`config.mk`:
```
export PLATFORM = sky130hd
export DESIGN_NAME = radix_integer_to_ascii
export DESIGN_NICKNAME = d
export VERILOG_FILES = /design/src/rtl/rict_pkg.sv /design/src/rtl/radix_integer_to_ascii.sv /design/src/rtl/rict_cell.sv
export SDC_FILE = /design/constraint.sdc
export NUM_CORES = 1
export LEC_CHECK = 0
export ABC_AREA = 1
export BUFFER_PORTS_ARGS = -buffer_cell sky130_fd_sc_hd__buf_4
export CAP_MARGIN = 20
export CORE_MARGIN = 3
export CORE_UTILIZATION = 45
export CTS_CLUSTER_SIZE = 8
export DETAILED_ROUTE_END_ITERATION = 12
export HOLD_SLACK_MARGIN = 0.08
export MAX_ROUTING_LAYER = met4
export PLACE_DENSITY_LB_ADDON = 0.05
export REMOVE_ABC_BUFFERS = 1
export SLEW_MARGIN = 25
export SYNTH_ARGS = -nofsm -noshare
export SYNTH_HDL_FRONTEND = slang
export SYNTH_HIERARCHICAL = 1
export SYNTH_SLANG_ARGS = --single-unit
```
`constraint.sdc`:
```
create_clock -name aclk -period 24.4 [get_ports aclk]
set_input_delay 4.88 -clock aclk [delete_from_list [all_inputs] [get_ports aclk]]
set_output_delay 4.88 -clock aclk [all_outputs]
set_load 0.01 [all_outputs]
```
`src/rtl/rict_pkg.sv`:
```
package rict_pkg;

    localparam int RADIX_W = 5;
    localparam int DIGIT_W = 4;
    localparam int CHAR_W  = 8;
    localparam int CFG_W   = 64;
    localparam int INDEX_W = 2;

    localparam logic [CHAR_W-1:0] MINUS_CHAR = 8'h2D;

    localparam logic [RADIX_W-1:0] RADIX_MIN   = 5'd2;
    localparam logic [RADIX_W-1:0] RADIX_MAX   = 5'd16;
    localparam logic [RADIX_W-1:0] RADIX_RESET = 5'd10;

    // "01234567" and "89abcdef", digit i in byte i
    localparam logic [CFG_W-1:0] CHARS_LOW_RESET  = 64'h3736_3534_3332_3130;
    localparam logic [CFG_W-1:0] CHARS_HIGH_RESET = 64'h6665_6463_6261_3938;

    typedef enum logic [INDEX_W-1:0] {
        REG_RADIX      = 2'd0,
        REG_CHARS_LOW  = 2'd1,
        REG_CHARS_HIGH = 2'd2
    } reg_index_t;

    typedef enum logic [1:0] {
        ST_IDLE,
        ST_FEED,
        ST_WAIT,
        ST_READ
    } state_t;

    // conversion link: one bit of the value moving up the chain
    typedef struct packed {
        logic valid;
        logic carry;
    } conv_link_t;

    // readout link: one digit moving up the chain
    typedef struct packed {
        logic [DIGIT_W-1:0] digit;
        logic               sig;
    } rd_link_t;

    function automatic logic [CHAR_W-1:0] digit_char(
        input logic [CFG_W-1:0]   chars_low,
        input logic [CFG_W-1:0]   chars_high,
        input logic [DIGIT_W-1:0] digit
    );
        logic [2*CFG_W-1:0] chars;
        chars = {chars_high, chars_low};
        return chars[8*digit +: CHAR_W];
    endfunction

endpackage

```
`src/rtl/radix_integer_to_ascii.sv`:
```
// Integer to text in a configurable radix (2..16).
// Input channel s_*: one transaction carries a value and a signed flag.
// Output channel m_*: one transaction per character, most significant first,
// an optional leading '-', m_last set on the final digit.
// Configuration: cfg_we writes cfg_data into register cfg_index (0 radix,
// 1 digit chars 0..7, 2 digit chars 8..15); write only while idle.
// Operation: a row of VALUE_WIDTH digit cells converts the magnitude by
// doubling; value bits enter one per cycle and ripple up the row one cell
// per cycle. The digits are then shifted out of the top cell one per cycle
// unless the receiver stalls, leading zeros dropped; the next item is
// accepted once the last character sits in the output register.
// Reset: registers return to radix 10 and "0123456789abcdef", block idle.
// A stalled receiver holds the output register and pauses the readout; the
// chain keeps its digits until the receiver takes them.
module radix_integer_to_ascii #(
    parameter int VALUE_WIDTH = 32
) (
    input  logic                            aclk,
    input  logic                            aresetn,
    input  logic                            cfg_we,
    input  logic [rict_pkg::INDEX_W-1:0]    cfg_index,
    input  logic [rict_pkg::CFG_W-1:0]      cfg_data,
    input  logic                            s_valid,
    output logic                            s_ready,
    input  logic [31:0]                     s_value,
    input  logic                            s_is_signed,
    output logic                            m_valid,
    input  logic                            m_ready,
    output logic [rict_pkg::CHAR_W-1:0]     m_character,
    output logic                            m_last
);

    localparam int CW = $clog2(VALUE_WIDTH);

    logic [rict_pkg::RADIX_W-1:0] radix_reg;
    logic [rict_pkg::CFG_W-1:0]   chars_low_reg;
    logic [rict_pkg::CFG_W-1:0]   chars_high_reg;
    logic [rict_pkg::RADIX_W-1:0] radix_eff;

    rict_pkg::state_t state_reg;
    rict_pkg::state_t state_next;

    logic [VALUE_WIDTH-1:0] mag_reg;
    logic [VALUE_WIDTH-1:0] mag_next;
    logic                   neg_reg;
    logic                   neg_next;
    logic [CW-1:0]          feed_cnt_reg;
    logic [CW-1:0]          feed_cnt_next;
    logic [CW-1:0]          rd_cnt_reg;
    logic [CW-1:0]          rd_cnt_next;

    logic [VALUE_WIDTH+31:0] value_ext;
    logic [VALUE_WIDTH-1:0]  value_in;
    logic                    neg_in;
    logic [VALUE_WIDTH-1:0]  mag_in;

    logic                        m_valid_reg;
    logic                        m_valid_next;
    logic [rict_pkg::CHAR_W-1:0] m_character_reg;
    logic                        m_last_reg;
    logic                        slot_free;
    logic                        load;
    logic [rict_pkg::CHAR_W-1:0] out_char;
    logic                        out_last;
    logic                        clear;
    logic                        shift;
    logic                        conv_done;
    logic                        emit;

    rict_pkg::conv_link_t conv_chain [0:VALUE_WIDTH];
    rict_pkg::rd_link_t   rd_chain   [0:VALUE_WIDTH];

    // configuration registers
    always_ff @(posedge aclk) begin
        if (!aresetn) begin
            radix_reg      <= rict_pkg::RADIX_RESET;
            chars_low_reg  <= rict_pkg::CHARS_LOW_RESET;
            chars_high_reg <= rict_pkg::CHARS_HIGH_RESET;
        end else if (cfg_we) begin
            unique case (cfg_index)
                rict_pkg::REG_RADIX:
                    radix_reg <= cfg_data[rict_pkg::RADIX_W-1:0];
                rict_pkg::REG_CHARS_LOW:  chars_low_reg  <= cfg_data;
                rict_pkg::REG_CHARS_HIGH: chars_high_reg <= cfg_data;
                default: ;
            endcase
        end
    end

    always_comb begin
        if (radix_reg < rict_pkg::RADIX_MIN) begin
            radix_eff = rict_pkg::RADIX_MIN;
        end else if (radix_reg > rict_pkg::RADIX_MAX) begin
            radix_eff = rict_pkg::RADIX_MAX;
        end else begin
            radix_eff = radix_reg;
        end
    end

    // input value at the configured width, magnitude taken up front
    assign value_ext = {{VALUE_WIDTH{1'b0}}, s_value};
    assign value_in  = value_ext[VALUE_WIDTH-1:0];
    assign neg_in    = s_is_signed & value_in[VALUE_WIDTH-1];
    assign mag_in    = neg_in ? (~value_in + VALUE_WIDTH'(1)) : value_in;

    // chain of digit cells, cell 0 least significant
    assign conv_chain[0].valid = (state_reg == rict_pkg::ST_FEED);
    assign conv_chain[0].carry = mag_reg[VALUE_WIDTH-1];
    assign rd_chain[0].digit   = '0;
    assign rd_chain[0].sig     = 1'b0;

    for (genvar i = 0; i < VALUE_WIDTH; i++) begin : g_cell
        rict_cell u_cell (
            .aclk     (aclk),
            .aresetn  (aresetn),
            .clear    (clear),
            .shift    (shift),
            .radix    (radix_eff),
            .conv_in  (conv_chain[i]),
            .conv_out (conv_chain[i+1]),
            .rd_in    (rd_chain[i]),
            .rd_out   (rd_chain[i+1])
        );
    end

    // last bit has just left the top cell
    assign conv_done = conv_chain[VALUE_WIDTH].valid & ~conv_chain[VALUE_WIDTH-1].valid;
    assign emit      = rd_chain[VALUE_WIDTH].sig || (rd_cnt_reg == '0);
    assign slot_free = !m_valid_reg || m_ready;
    assign s_ready   = (state_reg == rict_pkg::ST_IDLE);

    always_comb begin
        state_next    = state_reg;
        mag_next      = mag_reg;
        neg_next      = neg_reg;
        feed_cnt_next = feed_cnt_reg;
        rd_cnt_next   = rd_cnt_reg;
        clear         = 1'b0;
        shift         = 1'b0;
        load          = 1'b0;
        out_last      = 1'b0;
        out_char      = rict_pkg::digit_char(chars_low_reg, chars_high_reg,
                                             rd_chain[VALUE_WIDTH].digit);
        unique case (state_reg)
            rict_pkg::ST_IDLE: begin
                if (s_valid) begin
                    clear         = 1'b1;
                    mag_next      = mag_in;
                    neg_next      = neg_in;
                    feed_cnt_next = '0;
                    state_next    = rict_pkg::ST_FEED;
                end
            end
            rict_pkg::ST_FEED: begin
                mag_next      = {mag_reg[VALUE_WIDTH-2:0], 1'b0};
                feed_cnt_next = feed_cnt_reg + CW'(1);
                if (feed_cnt_reg == CW'(VALUE_WIDTH - 1)) begin
                    state_next = rict_pkg::ST_WAIT;
                end
            end
            rict_pkg::ST_WAIT: begin
                if (conv_done) begin
                    rd_cnt_next = CW'(VALUE_WIDTH - 1);
                    state_next  = rict_pkg::ST_READ;
                end
            end
            rict_pkg::ST_READ: begin
                if (neg_reg) begin
                    if (slot_free) begin
                        load     = 1'b1;
                        out_char = rict_pkg::MINUS_CHAR;
                        neg_next = 1'b0;
                    end
                end else if (emit) begin
                    if (slot_free) begin
                        load     = 1'b1;
                        out_last = (rd_cnt_reg == '0);
                        if (rd_cnt_reg == '0) begin
                            state_next = rict_pkg::ST_IDLE;
                        end else begin
                            shift       = 1'b1;
                            rd_cnt_next = rd_cnt_reg - CW'(1);
                        end
                    end
                end else begin
                    // leading zero, dropped
                    shift       = 1'b1;
                    rd_cnt_next = rd_cnt_reg - CW'(1);
                end
            end
            default: state_next = rict_pkg::ST_IDLE;
        endcase
    end

    always_comb begin
        if (load) begin
            m_valid_next = 1'b1;
        end else if (m_ready) begin
            m_valid_next = 1'b0;
        end else begin
            m_valid_next = m_valid_reg;
        end
    end

    always_ff @(posedge aclk) begin
        if (!aresetn) begin
            state_reg   <= rict_pkg::ST_IDLE;
            m_valid_reg <= 1'b0;
        end else begin
            state_reg   <= state_next;
            m_valid_reg <= m_valid_next;
        end
    end

    always_ff @(posedge aclk) begin
        mag_reg      <= mag_next;
        neg_reg      <= neg_next;
        feed_cnt_reg <= feed_cnt_next;
        rd_cnt_reg   <= rd_cnt_next;
        if (load) begin
            m_character_reg <= out_char;
            m_last_reg      <= out_last;
        end
    end

    assign m_valid     = m_valid_reg;
    assign m_character = m_character_reg;
    assign m_last      = m_last_reg;

endmodule

```
`src/rtl/rict_cell.sv`:
```
module rict_cell (
    input  logic                           aclk,
    input  logic                           aresetn,
    input  logic                           clear,
    input  logic                           shift,
    input  logic [rict_pkg::RADIX_W-1:0]   radix,
    input  rict_pkg::conv_link_t           conv_in,
    output rict_pkg::conv_link_t           conv_out,
    input  rict_pkg::rd_link_t             rd_in,
    output rict_pkg::rd_link_t             rd_out
);

    logic [rict_pkg::DIGIT_W-1:0] digit_reg;
    logic [rict_pkg::DIGIT_W-1:0] digit_next;
    logic                         sig_reg;
    logic                         sig_next;
    logic                         valid_reg;
    logic                         carry_reg;
    logic                         carry_next;
    logic [rict_pkg::RADIX_W-1:0] dbl;

    // digit times two plus incoming bit, folded back below the radix
    always_comb begin
        dbl        = {digit_reg, conv_in.carry};
        carry_next = (dbl >= radix);
        digit_next = digit_reg;
        sig_next   = sig_reg;
        if (clear) begin
            digit_next = '0;
            sig_next   = 1'b0;
        end else if (shift) begin
            digit_next = rd_in.digit;
            sig_next   = rd_in.sig;
        end else if (conv_in.valid) begin
            if (carry_next) begin
                digit_next = rict_pkg::DIGIT_W'(dbl - radix);
            end else begin
                digit_next = dbl[rict_pkg::DIGIT_W-1:0];
            end
            // once a carry reaches this place the number has a digit here
            sig_next = sig_reg | conv_in.carry;
        end
    end

    always_ff @(posedge aclk) begin
        if (!aresetn) begin
            valid_reg <= 1'b0;
        end else begin
            valid_reg <= conv_in.valid;
        end
    end

    always_ff @(posedge aclk) begin
        carry_reg <= conv_in.valid & carry_next;
        digit_reg <= digit_next;
        sig_reg   <= sig_next;
    end

    assign conv_out.valid = valid_reg;
    assign conv_out.carry = carry_reg;
    assign rd_out.digit   = digit_reg;
    assign rd_out.sig     = sig_reg;

endmodule

```
Word-level counts from Yosys, hierarchy flattened
Cells that the tools add are included.
Storage, ports and cells
  register bits: 411
  input port bits: 104
  word-level logic and storage cells: 540
Cells by class
  add/subtract/negate cells: 35
  magnitude comparators: 34
  equal/unequal tests: 15
  shift-type cells: 1
  muxes and demuxes: 197
  bitwise logic cells: 70
  reduce and logical (&&, ||, !) cells: 50
Operator list (count)
  $mux 4: 94
  $ge 5x5->1: 32
  $shiftx 128x8->8: 1
  $sub 4x4->4: 32
  $mux 1: 78
  $reduce_bool 2->1: 35
  $mux 32: 2
  $pmux 32 s2: 1
  $mux 5: 8
  $and 1x1->1: 33
  $add 32x1->32 const B: 1
  $not 32->32: 1
  $or 1x1->1: 32
  $mux 8: 3
  $pmux 5 s2: 2
  $mux 2: 7
  $ne 2x2->1 const B: 7
  $reduce_and 2->1: 5
  $pmux 2 s4: 1
  $reduce_and 7->1: 1
  $eq 2x2->1 const B: 3
  $ne 3x3->1 const B: 2
  $add 5x1->5 const B: 1
  $eq 5x5->1 const B: 1
  13 further kinds: 19

Longest topological paths before layout
Gate-level depths: netlist (run 1).
  word-level depth: 7
  mapped depth: 14
  gate-level depth less buffers: 14

Modules after synthesis
Netlist (run 1), hierarchy kept.
Modules (own cells, without submodules)
  rict_cell at g_cell[0].u_cell ...: instances 21, cells each 75, area an instance 525.5 um2
  radix_integer_to_ascii: instances 1, cells each 1230, area an instance 9156.3 um2
  rict_cell at g_cell[20].u_cell ...: instances 11, cells each 86, area an instance 570.5 um2

Worst setup path before layout (run 1)
Ideal clock, no wire load.
  kind: input to register
  start point: input port m_ready
  end point: register g_cell[0].u_cell/digit_reg[2] in the netlist's numbering
  arrival time: 14.821 ns
  required time: 24.112 ns
  path slack: 9.291 ns
  cell stages on the path: 7
  buffers on the path: 0
  cells stage by stage: inv_1 > nand2_1 > inv_1 > a211oi_1 > nor2_1 > a22oi_1 > a21oi_1
Between the ends
  word-level cells in the longest chain between the ends: 6
RTL lines
  start: declaration: line radix_integer_to_ascii.sv:28  | input logic m_ready,
  $logic_or 1x1->1: line radix_integer_to_ascii.sv:129  | assign slot_free = !m_valid_reg || m_ready;
  $mux 1: line radix_integer_to_ascii.sv:175  | if (slot_free) begin
  $mux 1: line radix_integer_to_ascii.sv:174  | end else if (emit) begin
  $mux 1: line radix_integer_to_ascii.sv:168  | if (neg_reg) begin
  $mux 1: line radix_integer_to_ascii.sv:144  | unique case (state_reg)
  via shift: line radix_integer_to_ascii.sv:66  | logic shift;
  $reduce_or 2->1 (no line)
  end signal: assignment: line rict_cell.sv:55  | digit_reg <= digit_next;
  end: declaration: line rict_cell.sv:13  | logic [rict_pkg::DIGIT_W-1:0] digit_reg;
The timed path passes the listed nets, and every way through them passes these cells.
A chain may end at the register's enable or synchronous reset.

Worst setup path after layout (run 1)
  start point: input port m_ready
  end point: register g_cell[16].u_cell/digit_reg[0] in the netlist's numbering
Between the ends
  word-level cells in the longest chain between the ends: 6
  elaborated cells between the ends (all ways): 7
  classes of those cells: 5 x mux; 2 x reduce/logical
RTL lines (line)
  $logic_or 1x1->1 *: radix_integer_to_ascii.sv:129
  $mux 1 *: radix_integer_to_ascii.sv:175
  $mux 1 *: radix_integer_to_ascii.sv:174
  $mux 1 *: radix_integer_to_ascii.sv:168
  $mux 1 *: radix_integer_to_ascii.sv:144
  via shift: radix_integer_to_ascii.sv:66
  $mux 4 or $reduce_bool 2->1 (tied branches)
  end signal: assignment: rict_cell.sv:55
  end: declaration: rict_cell.sv:13
The timed path passes the listed nets; every way through them passes the cells marked *.

==> run summary, run 1 <==
Final Core Density: 50.0%
Hold Slack: 0.381 ns
Flip-flop count of the largest register after layout: 128
Htree depth: 2
CTS root buffer: clkbuf_16
Comb power frac: 22.3%
Slowest CP cell: buf_12
Core area: 57900 um^2
Routed wire length: 68400 um
CTS resizes: 0
Multi-input logic area: 14500 um^2
FF+latch area: 8750 um^2
Number of core rows: 88
Mapped Cells: 3748
CP most frequent cell: inv_1
Grt total ovfl: 0
Wire length per cell: 15.1 um
Initial antenna violation count: 2
Initial DRC count: 1296
Worst skew pair latency: 0.67 ns
Largest net degree at the start of global routing: 236
IO Count: 115
Clock sinks: 411
Post-synthesis area per instance: 7.05 um^2
Die Wd: 248 um
Pwr Density: 67.6 nW/um^2
Post-route ant nets: 0
RSZ-0062 raised after global routing: false
First-pass DRT Iterations: 8
YS warnings: 6
Number of global-route vias before repair: 22604
Post-layout instance count excluding filler cells: 4541
Share of power burned in registers: 40.5%
CTS tree: yes
Synthesized area: 26400 um^2
Fillers: 5878
Vias per inst: 5.20
Startpoint Class: input port
Switching share of power: 31.8%
Hold Path Class: flip-flop to flip-flop
Final setup fails: 0
Worst-path cell chain: buf_4 > inv_1 > nand2_1 > inv_1 > a211oi_4 > buf_12 > nor2_1 > a22oi_1 > a21oi_1
Area grow syn2layout: 9.51%
First-pass GRT wire length: 113000 um
Post-CTS Hold Buffers: 0
Starting Density: 45.6%
Sw Pwr: 622 uW
Worst setup path class: input port to flip-flop
LEAKAGE: 13.4 nW
Placed cells: 4465
Max-cap viol count: 0
Max frequency: 0.150 GHz
Share of cells above drive strength 1: 9.96%
Total power: 1.96 mW
Setup Total Neg Slack: 0 ns
Final slew viol count: 0
Critical path's largest stage delay: 0.65 ns
GPL Wtd Cong: 0.843
Actual slew at the worst max-slew pin: 1.08 ns
Crit Path Max Fanout: 235
Worst-path clk slew: 0.06 ns
Critical Path RT: 24.83 ns
Worst IR drop on VDD: 0.0000633 V
Status: completed
DRC violations left: 0
Setup bufs post-CTS: 0
Final hold violation count: 0
CP endpoint kind: flip-flop
Die height: 248 um
Number of buffers created by CTS: 57
Worst slew margin: 28.1%
Tmin final: 6.66 ns
Final Skew: 0.0897 ns
Internal: 1.33 mW
WP data arrival: 7.09 ns
Nets: 4064
Post-DP HPWL: 45200 um
Clock share of power: 37.1%
CTS max path bufs: 3
GR Util All Layers: 22.7%
Final worst path period share: 27.3%
Via Count: 23619
Die area: 61700 um^2
IO Port Bufs: 114
[through the flow]
| stage | worst slack [ns] | instance area, um^2 |
|---|---|---|
| 6_report | 17.74 | 28900 |
| 5_1_grt | 17.55 | 28900 |
| 4_1_cts | 17.85 | 28900 |
| 3_5_place_dp | 17.20 | 27300 |
| 3_3_place_gp | 17.22 | 27300 |
| 2_1_floorplan | 4.71 | 25300 |
[cell usage in the layout (no fill, tap or decap), types with 16 or more instances in the layout]
cell type,n
nand2_2,61
inv_1,540
dfxtp_1,356
nor2_1,372
nand2_1,881
o211ai_1,87
ha_1,169
o21ai_1,20
buf_4,127
clkbuf_16,57
edfxtp_1,52
nor2_2,16
xnor2_1,34
a21oi_1,235
nand4_1,38
nand3_2,22
a22oi_1,85
fa_1,32
a31oi_1,57
o21ai_0,128
a21oi_2,32
nand3_1,251
inv_2,16
nor2_4,18
[worst paths after layout]
kind / from / end / slack, ns / cells after the start
worst min-delay path: g_cell[29].u_cell/valid_reg$_SDFF_PN0_ / g_cell[30].u_cell/valid_reg$_SDFF_PN0_ / 0.38 / 2
worst max register to register: state_reg[1]$_SDFFE_PN0P_ / g_cell[16].u_cell/digit_reg[0]$_SDFFE_PP0P_ / 21.15 / 9
worst min register to register: g_cell[29].u_cell/valid_reg$_SDFF_PN0_ / g_cell[30].u_cell/valid_reg$_SDFF_PN0_ / 0.38 / 2
worst max-delay path: m_ready / g_cell[16].u_cell/digit_reg[0]$_SDFFE_PP0P_ / 17.74 / 9
[cell type report]
cell class	instances	area share [%]
sequential	411	30.2
tap	765	3.31
clock buffer	71	5.18
timing repair buffer	129	3.46
clock inverter	3	0.311
antenna	2	0.0173
multi-input combinational	2600	50.2
inverter	560	7.30
[power groups by stage]
stage / Clock (mW) / Sequential [mW] / Combinational (mW)
2_1_floorplan: 0 / 0.798 / 0.325
3_3_place_gp: 0 / 0.806 / 0.424
3_5_place_dp: 0 / 0.806 / 0.440
4_1_cts: 0.748 / 0.793 / 0.442
5_1_grt: 0.774 / 0.800 / 0.503
6_report: 0.726 / 0.793 / 0.437
[critical path, delay by kind of cell]
kind / cells / cell delay [ns]
and+or+nand+nor: 2 / 0.45
buffers and inverters: 4 / 0.90
AOI/OAI and AO/OA: 3 / 0.62
[layer usage]
metal / share of wire (%) / up-vias / track usage [%]
li1: - / 12167 / -
met3: 3.7 / 100 / 2.64
met5: 0 / - / -
met2: 47 / 400 / 37.7
met1: 47 / 10952 / 29.6
met4: 2.0 / 0 / 5.84
No activity file was read; power rests on OpenSTA's default activity.
==> run 2, diff against run 1 <==
==> constraint.sdc (replaced) <==
create_clock -name aclk -period 6.9 [get_ports aclk]
set_input_delay 1.38 -clock aclk [delete_from_list [all_inputs] [get_ports aclk]]
set_output_delay 1.38 -clock aclk [all_outputs]
set_load 0.01 [all_outputs]
==> run 2 against run 1 <==
Combinational power grew to 3.5 times the previous value; utilization is 0.11 points higher; cell count up 0.15%; worst hold slack better by 0.058 ns; setup slack lost 14 ns; non-clock buffer count is 1 higher; routed wire length is 0.26% lower; critical endpoint is now g_cell[20].u_cell/digit_reg[2]$_SDFFE_PP0P_; largest power group unchanged.
==> run summary, run 2 (same netlist as run 1, synthesis figures left out) <==
CTS resizes: 0 (unchanged)
Max frequency: 0.289 GHz
Worst slew margin: 30.1% (was 28.1%)
Post-DP HPWL: 45300 um (was 45200 um)
Startpoint Class: flip-flop (was input port)
Setup bufs post-CTS: 0 (unchanged)
DRC violations left: 0 (unchanged)
Worst setup path class: flip-flop to flip-flop (was input port to flip-flop)
Flip-flop count of the largest register after layout: 128 (unchanged)
Placed cells: 4466 (was 4465)
Most common cell after layout, fill and taps aside: nand2_1 (unchanged)
CTS root buffer: clkbuf_16 (unchanged)
Clock sinks: 411 (unchanged)
Actual slew at the worst max-slew pin: 1.05 ns (was 1.08 ns)
Slowest CP cell: nor3_2 (was buf_12)
Tmin final: 3.46 ns
Grt total ovfl: 0 (unchanged)
Nets: 4066 (was 4064)
Final slew viol count: 0 (unchanged)
Final Skew: 0.0415 ns (was 0.0897 ns)
RSZ-0062 raised after global routing: false (unchanged)
Final Core Density: 50.1% (was 50.0%)
Crit Path Max Fanout: 37 (was 235)
Initial DRC count: 1276 (was 1296)
Final setup fails: 0 (unchanged)
Total power: 6.98 mW (was 1.96 mW)
Die height: 248 um (unchanged)
LEAKAGE: 13.4 nW (about the same)
Design area: 29000 um^2 (was 28900 um^2)
Area grow syn2layout: 9.75% (was 9.51%)
Routed wire length: 68300 um (was 68400 um)
CTS tree: yes (unchanged)
CP endpoint kind: flip-flop (unchanged)
Max-cap viol count: 0 (unchanged)
Final worst path period share: 50.1%
Starting Density: 45.6% (unchanged)
Met3 Resource Use GR: 2.53% (was 2.64%)
Die area: 61700 um^2 (unchanged)
Largest net degree at the start of global routing: 236 (unchanged)
Hold Path Class: flip-flop to flip-flop (unchanged)
First-pass DRT Iterations: 5 (was 8)
GR Util All Layers: 22.6% (was 22.7%)
Fillers: 5850 (was 5878)
WP data arrival: 3.92 ns (was 7.09 ns)
GPL Wtd Cong: 0.868 (was 0.843)
Placed Instance Area: 27400 um^2 (was 27300 um^2)
Worst skew pair latency: 0.64 ns (was 0.67 ns)
Number of global-route vias before repair: 22733 (was 22604)
Critical Path RT: 7.36 ns (was 24.83 ns)
CP most frequent cell: buf_4 (was inv_1)
Post-layout instance count excluding filler cells: 4548 (was 4541)
Pwr Density: 241 nW/um^2 (was 67.6 nW/um^2)
Share of cells above drive strength 1: 10.0% (was 9.96%)
Wire length per cell: 15.0 um (was 15.1 um)
Final hold violation count: 0 (unchanged)
First-pass GRT wire length: 113000 um (about the same)
GRT busiest layer: met2 (unchanged)
Critical path's largest stage delay: 0.83 ns (was 0.65 ns)
Die Wd: 248 um (unchanged)
Most frequent cells in the layout: 881 x nand2_1, 540 x inv_1, 372 x nor2_1 (unchanged)
Htree depth: 2 (unchanged)
Status: completed (unchanged)
IO Count: 115 (unchanged)
Worst-path cell chain: buf_4 > nor3_2 > buf_4 > ha_1 > inv_1 > fa_1 > xnor2_1 > nand2_1 > nand3_1 > a21oi_1 (was buf_4 > inv_1 > nand2_1 > inv_1 > a211oi_4 > buf_12 > nor2_1 > a22oi_1 > a21oi_1)
Initial antenna violation count: 3 (was 2)
Post-CTS Hold Buffers: 0 (unchanged)
Worst-path clk slew: 0.06 ns (about the same)
Vias per inst: 5.18 (was 5.20)
Number of buffers created by CTS: 58 (was 57)
IO Port Bufs: 114 (unchanged)
Core area: 57900 um^2 (unchanged)
Via Count: 23566 (was 23619)
Post-route ant nets: 0 (unchanged)
M2 GR Usage: 37.4% (was 37.7%)
Hold Slack: 0.439 ns (was 0.381 ns)
Worst IR drop on VDD: 0.000207 V (was 0.0000633 V)
Number of core rows: 88 (unchanged)
Met1 Use GR: 29.5% (was 29.6%)
CTS max path bufs: 3 (unchanged)
## run 2: cell count changes in the layout (fill, tap and decap cells not counted), sizes merged
cell / delta
buf: +1
diode: +1
clkinv: -1
clkbuf: +5
inv: +1
## run 2: power breakdown
part           total (mW)  internal, mW  switching [mW]
sequential           2.81          2.69           0.118
combinational        1.55         0.525            1.02
clock                2.62          1.56            1.07
total                6.98          4.77            2.21
## run 2: metal layers
metal	wire, um	vias to the layer above	share of wire, %
met5	0	-	0
met4	1190	0	1.7
met1	32800	10953	48
met2	32000	342	47
li1	-	12178	-
met3	2250	93	3.3
## run 2: path summary, 6_finish.rpt
check,from,end,slack (ns),cells after the start
worst min register to register,g_cell[28].u_cell/valid_reg$_SDFF_PN0_,g_cell[29].u_cell/valid_reg$_SDFF_PN0_,0.44,2
worst min-delay path,g_cell[28].u_cell/valid_reg$_SDFF_PN0_,g_cell[29].u_cell/valid_reg$_SDFF_PN0_,0.44,2
worst max-delay path,radix_reg[4]$_SDFFE_PN0P_,g_cell[20].u_cell/digit_reg[2]$_SDFFE_PP0P_,3.44,10
worst max register to register,radix_reg[4]$_SDFFE_PN0P_,g_cell[20].u_cell/digit_reg[2]$_SDFFE_PP0P_,3.44,10
## run 2: critical path, delay by kind of cell, from the launching register on
| kind | cells | cell delay [ns] |
|---|---|---|
| DFF | 1 | 0.30 |
| xor gates and xnor gates | 1 | 0.16 |
| adders and majority gates | 2 | 0.70 |
| AOI/OAI and AO/OA | 1 | 0.06 |
| and+or+nand+nor | 3 | 0.99 |
| buffers and inverters | 3 | 1.04 |
## run 2: cell type report
cell class                 instances  area (um^2)  share of cell area [%]
antenna                            3         7.51                  0.0259
clock buffer                      76         1560                    5.38
clock inverter                     3         80.1                   0.276
inverter                         560         2110                    7.28
multi-input combinational       2600        14500                    50.1
sequential                       411         8750                    30.2
tap                              765          957                    3.30
timing repair buffer             130         1010                    3.48
## run 2: metrics by stage
step | worst slack (ns) | TNS (ns)
global route | 3.25 | 0
CTS | 3.38 | 0
global placement | 3.18 | 0
finish | 3.44 | 0
floorplan | -9.29 | -1457.34
detailed placement | 3.15 | 0
